File: config.mk
export PLATFORM = sky130hd
export DESIGN_NAME = l1_nearest_point_search
export DESIGN_NICKNAME = d
export VERILOG_FILES = /design/src/sv/l1nps_pkg.sv /design/src/sv/l1nps_store.sv /design/src/sv/l1nps_lane.sv /design/src/sv/l1nps_merge.sv /design/src/sv/l1_nearest_point_search.sv
export SDC_FILE = /design/constraint.sdc
export NUM_CORES = 2
export LEC_CHECK = 0
export BUFFER_PORTS_ARGS = -buffer_cell sky130_fd_sc_hd__clkbuf_2
export CELL_PAD_IN_SITES_DETAIL_PLACEMENT = 1
export CELL_PAD_IN_SITES_GLOBAL_PLACEMENT = 2
export CORE_ASPECT_RATIO = 1.2
export CORE_MARGIN = 1.5
export CORE_UTILIZATION = 29
export CTS_BUF_LIST = sky130_fd_sc_hd__clkbuf_16
export CTS_CLUSTER_DIAMETER = 40
export DETAILED_ROUTE_END_ITERATION = 10
export PLACE_DENSITY_LB_ADDON = 0.1
export SYNTH_ARGS = -nofsm -noshare
export SYNTH_HDL_FRONTEND = slang
export SYNTH_SLANG_ARGS = --single-unit
File: constraint.sdc
create_clock -name clk -period 3.95 [get_ports clk]
set_input_delay 0.5925 -clock clk [delete_from_list [all_inputs] [get_ports clk]]
set_output_delay 0.5925 -clock clk [all_outputs]
set_load 0.02 [all_outputs]
File: src/sv/l1nps_pkg.sv
// shared types and constants for the l1 nearest point search block
// no dependencies; imported by the store, merge and top modules of the block
package l1nps_pkg;

	// fixed widths of the port fields
	localparam int NUM_FIELDS  = 4;
	localparam int FIELD_W     = 8;
	localparam int IDX_W       = 6;
	localparam int NP_W        = 7;
	localparam int DIST_OUT_W  = 10;

	// item kinds carried on the action field
	localparam logic ACT_LOAD  = 1'b0;
	localparam logic ACT_QUERY = 1'b1;

	// scan sequencer states
	typedef enum logic [1:0] {
		ST_IDLE,
		ST_SCAN,
		ST_DRAIN
	} state_t;

	// control tag that travels with each stored point through the pipeline
	typedef struct packed {
		logic valid;
		logic last;
	} ctl_t;

endpackage

File: src/sv/l1nps_store.sv
// point store: one write port for loads, one registered read port for the scan
// depends on l1nps_pkg (ctl_t)
module l1nps_store #(
	parameter int DEPTH = 64,
	parameter int AW    = 6,
	parameter int WW    = 32
) (
	input  logic              clk,
	input  logic              arst_n,
	input  logic              we,
	input  logic [AW-1:0]     waddr,
	input  logic [WW-1:0]     wdata,
	input  logic              re,
	input  logic [AW-1:0]     raddr,
	input  logic              rlast,
	output logic [WW-1:0]     rdata_s1,
	output logic [AW-1:0]     idx_s1,
	output l1nps_pkg::ctl_t   ctl_s1
);
	import l1nps_pkg::*;

	logic [WW-1:0] mem_q [DEPTH];

	// storage array and read data register
	always_ff @(posedge clk) begin
		if (we) begin
			mem_q[waddr] <= wdata;
		end
		if (re) begin
			rdata_s1 <= mem_q[raddr];
			idx_s1   <= raddr;
		end
	end

	// read tag
	always_ff @(posedge clk or negedge arst_n) begin
		if (!arst_n) begin
			ctl_s1 <= '0;
		end else begin
			ctl_s1.valid <= re;
			ctl_s1.last  <= re && rlast;
		end
	end

endmodule

File: src/sv/l1nps_lane.sv
// one coordinate lane: registered absolute difference of stored and query coordinate
// depends on nothing beyond its parameter
module l1nps_lane #(
	parameter int CW = 8
) (
	input  logic          clk,
	input  logic [CW-1:0] a,
	input  logic [CW-1:0] b,
	output logic [CW-1:0] diff_s2
);

	logic [CW-1:0] diff;

	// absolute difference fits the coordinate width
	always_comb begin
		if (a >= b) begin
			diff = a - b;
		end else begin
			diff = b - a;
		end
	end

	always_ff @(posedge clk) begin
		diff_s2 <= diff;
	end

endmodule

File: src/sv/l1nps_merge.sv
// merge stage: sums the lane differences and keeps the running minimum
// depends on l1nps_pkg (ctl_t)
module l1nps_merge #(
	parameter int DIMS = 4,
	parameter int CW   = 8,
	parameter int AW   = 6,
	parameter int DW   = 10
) (
	input  logic              clk,
	input  logic              arst_n,
	input  logic [DIMS*CW-1:0] diff_s2,
	input  logic [AW-1:0]     idx_s2,
	input  l1nps_pkg::ctl_t   ctl_s2,
	output logic [AW-1:0]     best_idx_q,
	output logic [DW-1:0]     best_dist_q,
	output logic              done_q
);
	import l1nps_pkg::*;

	logic [DW-1:0] sum;
	logic [DW-1:0] sum_s3;
	logic [AW-1:0] idx_s3;
	ctl_t          ctl_s3;
	logic          take;

	// add the lane differences
	always_comb begin
		sum = '0;
		for (int d = 0; d < DIMS; d++) begin
			sum = sum + DW'(diff_s2[d*CW +: CW]);
		end
	end

	always_ff @(posedge clk) begin
		sum_s3 <= sum;
		idx_s3 <= idx_s2;
	end

	always_ff @(posedge clk or negedge arst_n) begin
		if (!arst_n) begin
			ctl_s3 <= '0;
		end else begin
			ctl_s3 <= ctl_s2;
		end
	end

	// entry 0 opens every scan; later entries win only when strictly closer
	assign take = ctl_s3.valid && ((idx_s3 == '0) || (sum_s3 < best_dist_q));

	always_ff @(posedge clk) begin
		if (take) begin
			best_dist_q <= sum_s3;
			best_idx_q  <= idx_s3;
		end
	end

	// end of scan marker
	always_ff @(posedge clk or negedge arst_n) begin
		if (!arst_n) begin
			done_q <= 1'b0;
		end else begin
			done_q <= ctl_s3.valid && ctl_s3.last;
		end
	end

endmodule

File: src/sv/l1_nearest_point_search.sv
// Nearest stored point by L1 distance. A load beat (action 0) writes one point into the
// store. A query beat (action 1) reads entries 0 .. num_points-1 (num_points taken as 1 when
// zero and as MAX_POINTS when larger) one per cycle from the single read port of the point
// store; the block takes no new beat until the result has moved into the output register.
// DIMS lanes form the absolute differences side by side and a merge stage sums them and
// keeps the lowest index among equal distances. A finished result waits in the output
// register while loads go on. Entries never loaded read as undefined data.
// depends on l1nps_pkg, l1nps_store, l1nps_lane, l1nps_merge
module l1_nearest_point_search #(
	parameter int MAX_POINTS = 64,
	parameter int DIMS       = 4,
	parameter int COORD_BITS = 8
) (
	input  logic                                  clk,
	input  logic                                  arst_n,
	input  logic                                  cfg_we,
	input  logic [l1nps_pkg::NP_W-1:0]            cfg_wdata,
	input  logic                                  in_valid,
	output logic                                  in_ready,
	input  logic                                  action,
	input  logic [l1nps_pkg::IDX_W-1:0]           point_index,
	input  logic [l1nps_pkg::FIELD_W-1:0]         coord0,
	input  logic [l1nps_pkg::FIELD_W-1:0]         coord1,
	input  logic [l1nps_pkg::FIELD_W-1:0]         coord2,
	input  logic [l1nps_pkg::FIELD_W-1:0]         coord3,
	output logic                                  out_valid,
	input  logic                                  out_ready,
	output logic [l1nps_pkg::IDX_W-1:0]           closest_index,
	output logic [l1nps_pkg::DIST_OUT_W-1:0]      min_distance
);
	import l1nps_pkg::*;

	localparam int AW = $clog2(MAX_POINTS);
	localparam int CW = COORD_BITS;
	localparam int WW = DIMS * CW;
	localparam int DW = CW + $clog2(DIMS);
	localparam logic [31:0] MAX_P = 32'(MAX_POINTS);

	state_t            state_q, state_d;
	logic [NP_W-1:0]   num_points_q;
	logic [AW-1:0]     addr_q, last_q;
	logic [31:0]       last_w;
	logic [FIELD_W-1:0] coord_in [NUM_FIELDS];
	logic [2*FIELD_W-1:0] field_ext [NUM_FIELDS];
	logic [WW-1:0]     in_word;
	logic [WW-1:0]     qry_q;
	logic              in_acc, qry_acc, load_we, rd_en, rd_last;
	logic [31:0]       widx_w;
	logic [WW-1:0]     rd_word_s1;
	logic [AW-1:0]     idx_s1, idx_s2;
	ctl_t              ctl_s1, ctl_s2;
	logic [WW-1:0]     diff_s2;
	logic [AW-1:0]     best_idx;
	logic [DW-1:0]     best_dist;
	logic              done;
	logic              res_pend_q, xfer;
	logic              out_valid_q;
	logic [31:0]       res_idx_w, res_dist_w;
	logic [IDX_W-1:0]  closest_index_q;
	logic [DIST_OUT_W-1:0] min_distance_q;

	// configuration register
	always_ff @(posedge clk or negedge arst_n) begin
		if (!arst_n) begin
			num_points_q <= NP_W'(1);
		end else if (cfg_we) begin
			num_points_q <= cfg_wdata;
		end
	end

	// input coordinates masked to the coordinate width
	assign coord_in[0] = coord0;
	assign coord_in[1] = coord1;
	assign coord_in[2] = coord2;
	assign coord_in[3] = coord3;

	for (genvar f = 0; f < NUM_FIELDS; f++) begin : g_ext
		assign field_ext[f] = {{FIELD_W{1'b0}}, coord_in[f]};
	end

	for (genvar d = 0; d < DIMS; d++) begin : g_word
		if (d < NUM_FIELDS) begin : g_field
			assign in_word[d*CW +: CW] = field_ext[d][CW-1:0];
		end else begin : g_zero
			assign in_word[d*CW +: CW] = '0;
		end
	end

	// handshake and load decode
	assign in_acc  = in_valid && in_ready;
	assign qry_acc = in_acc && (action == ACT_QUERY);
	assign widx_w  = 32'(point_index);
	assign load_we = in_acc && (action == ACT_LOAD) && (widx_w < MAX_P);

	// last entry searched, clamped to the store
	always_comb begin
		priority if (num_points_q == '0) begin
			last_w = '0;
		end else if (32'(num_points_q) > MAX_P) begin
			last_w = MAX_P - 32'd1;
		end else begin
			last_w = 32'(num_points_q) - 32'd1;
		end
	end

	assign rd_last = (addr_q == last_q);

	// sequencer next state
	always_comb begin
		state_d = state_q;
		unique case (state_q)
			ST_IDLE: begin
				if (qry_acc) state_d = ST_SCAN;
			end
			ST_SCAN: begin
				if (rd_last) state_d = ST_DRAIN;
			end
			ST_DRAIN: begin
				if (xfer) state_d = ST_IDLE;
			end
			default: state_d = ST_IDLE;
		endcase
	end

	// sequencer outputs
	always_comb begin
		in_ready = 1'b0;
		rd_en    = 1'b0;
		unique case (state_q)
			ST_IDLE:  in_ready = 1'b1;
			ST_SCAN:  rd_en    = 1'b1;
			ST_DRAIN: ;
			default:  ;
		endcase
	end

	always_ff @(posedge clk or negedge arst_n) begin
		if (!arst_n) begin
			state_q <= ST_IDLE;
			addr_q  <= '0;
			last_q  <= '0;
		end else begin
			state_q <= state_d;
			if (qry_acc) begin
				addr_q <= '0;
				last_q <= last_w[AW-1:0];
			end else if (rd_en) begin
				addr_q <= addr_q + AW'(1);
			end
		end
	end

	// query point held for the whole scan
	always_ff @(posedge clk) begin
		if (qry_acc) begin
			qry_q <= in_word;
		end
	end

	l1nps_store #(
		.DEPTH (MAX_POINTS),
		.AW    (AW),
		.WW    (WW)
	) u_store (
		.clk      (clk),
		.arst_n   (arst_n),
		.we       (load_we),
		.waddr    (widx_w[AW-1:0]),
		.wdata    (in_word),
		.re       (rd_en),
		.raddr    (addr_q),
		.rlast    (rd_last),
		.rdata_s1 (rd_word_s1),
		.idx_s1   (idx_s1),
		.ctl_s1   (ctl_s1)
	);

	// one lane per coordinate
	for (genvar d = 0; d < DIMS; d++) begin : g_lane
		l1nps_lane #(
			.CW (CW)
		) u_lane (
			.clk     (clk),
			.a       (rd_word_s1[d*CW +: CW]),
			.b       (qry_q[d*CW +: CW]),
			.diff_s2 (diff_s2[d*CW +: CW])
		);
	end

	// tag alongside the lane registers
	always_ff @(posedge clk) begin
		idx_s2 <= idx_s1;
	end

	always_ff @(posedge clk or negedge arst_n) begin
		if (!arst_n) begin
			ctl_s2 <= '0;
		end else begin
			ctl_s2 <= ctl_s1;
		end
	end

	l1nps_merge #(
		.DIMS (DIMS),
		.CW   (CW),
		.AW   (AW),
		.DW   (DW)
	) u_merge (
		.clk         (clk),
		.arst_n      (arst_n),
		.diff_s2     (diff_s2),
		.idx_s2      (idx_s2),
		.ctl_s2      (ctl_s2),
		.best_idx_q  (best_idx),
		.best_dist_q (best_dist),
		.done_q      (done)
	);

	// result hand-off into the output register
	assign xfer = res_pend_q && (!out_valid_q || out_ready);

	always_ff @(posedge clk or negedge arst_n) begin
		if (!arst_n) begin
			res_pend_q  <= 1'b0;
			out_valid_q <= 1'b0;
		end else begin
			if (done) begin
				res_pend_q <= 1'b1;
			end else if (xfer) begin
				res_pend_q <= 1'b0;
			end
			if (xfer) begin
				out_valid_q <= 1'b1;
			end else if (out_ready) begin
				out_valid_q <= 1'b0;
			end
		end
	end

	assign res_idx_w  = 32'(best_idx);
	assign res_dist_w = 32'(best_dist);

	always_ff @(posedge clk) begin
		if (xfer) begin
			closest_index_q <= res_idx_w[IDX_W-1:0];
			min_distance_q  <= res_dist_w[DIST_OUT_W-1:0];
		end
	end

	assign out_valid     = out_valid_q;
	assign closest_index = closest_index_q;
	assign min_distance  = min_distance_q;

`ifndef SYNTHESIS
	// no result may be pending while a new beat can be taken
	a_ready_no_pend: assert property (@(posedge clk) disable iff (!arst_n)
		in_ready |-> !res_pend_q)
		else $error("result pending while input ready");

	// the end of a scan only reaches the merge stage while draining
	a_done_in_drain: assert property (@(posedge clk) disable iff (!arst_n)
		done |-> (state_q == ST_DRAIN))
		else $error("scan end outside drain state");

	// scan address stays inside the searched range
	a_addr_range: assert property (@(posedge clk) disable iff (!arst_n)
		(state_q == ST_SCAN) |-> (addr_q <= last_q))
		else $error("scan address beyond last entry");

	// an accepted query starts its scan at entry zero
	a_query_start: assert property (@(posedge clk) disable iff (!arst_n)
		qry_acc |=> ((state_q == ST_SCAN) && (addr_q == '0)))
		else $error("query did not start scan at entry zero");
`endif

endmodule

==> metrics.cfg <==
[floorplan]
initial_utilization = 0.291
coreArea_mm2 = 0.301
die_w_um = 505
io_pins = 69
dieArea_mm2 = 0.306
fp.dieH_um = 605
rows = 221

[synth]
synth_seq_cells = 2234
synth_top_cells_by_count = 2150 x edfxtp_1, 545 x mux4_2, 143 x mux2i_1, 140 x nor2_1, 127 x inv_1
synthArstFlopShare = 0.0134
yosys_warnings = 0
ys.flop_type = edfxtp_1
synth_cell_types = 71
synth_area_mm2 = 0.0877
yosysTopAreaCell = edfxtp_1
synth_area_leaders = edfxtp_1 74%, mux4_2 14%, mux2i_1 1.6%
syn-num-nets = 4291
synth_edf_count = 2150
ys_seq_area_frac = 0.757
syn_inst = 4134
synth_area_per_cell_um2 = 21.2
synth_top_area_frac = 0.736
yosysMostFrequentCell = edfxtp_1

[clocking]
cts_setup_buffers = 0
cts_root_buf = clkbuf_16
cts_made_buffers = 371
cts.repair.resized = 0
cts-htree-levels = 5
cts_tree = yes
path_clk_slew_ps = 50
cts_sinks = 2234
clockBufferDepth = 4
clkLatencyLatePin_ps = 890

[power]
power_density_mw_per_mm2 = 774
p_leak_nw = 35.7
irDropWorstVdd_uv = 378

[timing]
clock_skew_ps = 48.9
timing.final.ws_setup_ps = 336
finalCritPeriodShare = 0.915
rsz0062_at_grt = false
maxSlewHeadroom = 0.0870
slew_violations = 0
totalNegativeSetupSlack_ps = 0
tightest_slew_ps = 1360
fin_crit_ps = 3610
fmax_mhz = 277
hold_violations = 0
setup_viol = 0

[finish]
final_util = 0.361
area_growth_pct = 24.0
layout-drive-gt1-share = 0.323
fin_nets = 4849

[worst_setup_path]
critPathMaxFanout = 32
crit_required_ps = 4480
r2r_setup_slack_ps = 340
start_kind = register
cp.arrival_ps = 4140
critical_path.endpoint_type = register
path_class = register to register

[routing]
post-route-drc-count = 0
vias = 43764
drtAntennaViolNets = 0
firstDrtPassIters = 5
routed_wl_um = 277000
drtIter0Drc = 3324
vias_per_cell = 4.86
wl_per_cell_um = 30.8

[global_routing]
grt_pass1_vias = 48155
antenna_found_initial = 22
grt_usage = 0.181
grt_pass1_wl_um = 387000
grt_max_degree = 66
grt_remaining_overflow = 0

[placed_design]
place.port_buffers = 68
place_hpwl_um = 167000
gp_congestion = 0.736
dp_slack_ps = 281

[flow_run]
cap_violations = 0

[outcome]
status = completed

[min_path]
hold_path_class = primary input to register

## per-layer routing
layer | wire [um] | track usage | up-vias
met5 | 13 | 0 | -
met2 | 140000 | 0.313 | 912
met1 | 120000 | 0.235 | 24117
met3 | 11300 | 0.0281 | 364
met4 | 5990 | 0.0464 | 2
li1 | - | - | 18369
## layout make-up
type                            instances  area [um^2]
Inverter                              129          487
Sequential cell                      2234        66400
Timing Repair Buffer                  382         4010
Multi-Input combinational cell       1574        20300
Fill cell                           29078       193000
Clock buffer                          376         9410
Clock inverter                        290         3050
Tap cell                             4014         5020
Antenna cell                            9         22.5
## flip-flops by register name, indices dropped and copies added (netlist names)
register	count
num_points_q	7
u_merge.sum_s3	10
out_valid	1
g_lane.u_lane.diff_s2	32
u_merge.idx_s3	6
u_store.rdata_s1	32
u_store.ctl_s1	2
idx_s2	6
min_distance	10
u_merge.done_q	1
ctl_s2	2
u_merge.ctl_s3	2
state_q	2
last_q	6
u_merge.best_dist_q	10
addr_q	6
u_store.mem_q	2048
res_pend_q	1
u_store.idx_s1	6
closest_index	6
qry_q	32
u_merge.best_idx_q	6
## timing repair
action	4_1_cts	5_1_grt
hold buffers	14	0
endpoints found under the hold margin	39	0
endpoints found under the setup margin	0	0
## power by group
part           leakage [nW]  switching (W)  internal (W)
Sequential             20.2       0.000887        0.0273
Clock                  6.14         0.0119        0.0205
Combinational          9.40         0.0135        0.0101
## cell usage in the layout (no fill, tap or decap), drive strengths merged, types with 16 or more instances in the layout
master	n
mux2	17
o221ai	27
clkinv	127
edfxtp	2150
ha	88
bufinv	46
nand2b	21
a311oi	17
mux2i	143
buf	301
o21ai	77
clkbuf	443
dfrtp	29
clkinvlp	40
nand2	100
nor2b	38
a221oi	17
xnor2	22
dfxtp	54
xor2	23
fa	18
nand3	16
nor2	140
a21oi	78
inv	206
a211oi	21
mux4	545
a21o	22
## stage by stage
stage	hold WS, ps	std cells	power, W	area, um^2
after floorplan	297	4134	0.0431	87700
after global placement	312	8319	0.0529	96100
after detailed placement	315	8319	0.0529	96100
after CTS	11.8	8999	0.0857	109000
after global routing	74.9	9001	0.0880	109000
final	110	9008	0.0841	109000
## worst max-delay path, cell delays in order, from the launching register on
cell,delay (ps)
dfrtp_4,880
buf_12,310
buf_4,410
mux4_2,270
nand2_1,50
a311oi_1,250
nor2_1,110
a31oi_1,860
## logic make-up (layout without fill, tap and decap cells)
logic type | Yosys count | count (layout) | share of synthesized area
AO/OA/AOI/OAI | 348 | 348 | 0.0267
buffers and inverters | 326 | 1177 | 0.0169
AND/OR/NAND/NOR | 369 | 369 | 0.0194
other | 0 | 9 | 0
XOR/XNOR | 45 | 45 | 0.00449
multiplexers | 705 | 705 | 0.159
adder cells (fa/ha/maj) | 107 | 107 | 0.0168
flip-flops | 2234 | 2234 | 0.757
## worst paths after layout
kind,start,end,cells past startpoint
worst max-delay path,addr_q[1],u_store.rdata_s1[21],7
worst min-delay path,cfg_we,num_points_q[4],2
worst max register to register,addr_q[1],u_store.rdata_s1[21],7
worst min register to register,idx_s2[5],u_merge.idx_s3[5],0
max in group asynchronous,arst_n,addr_q[1],2
min in group asynchronous,arst_n,addr_q[0],2
Power figures use the tool's default switching activity.
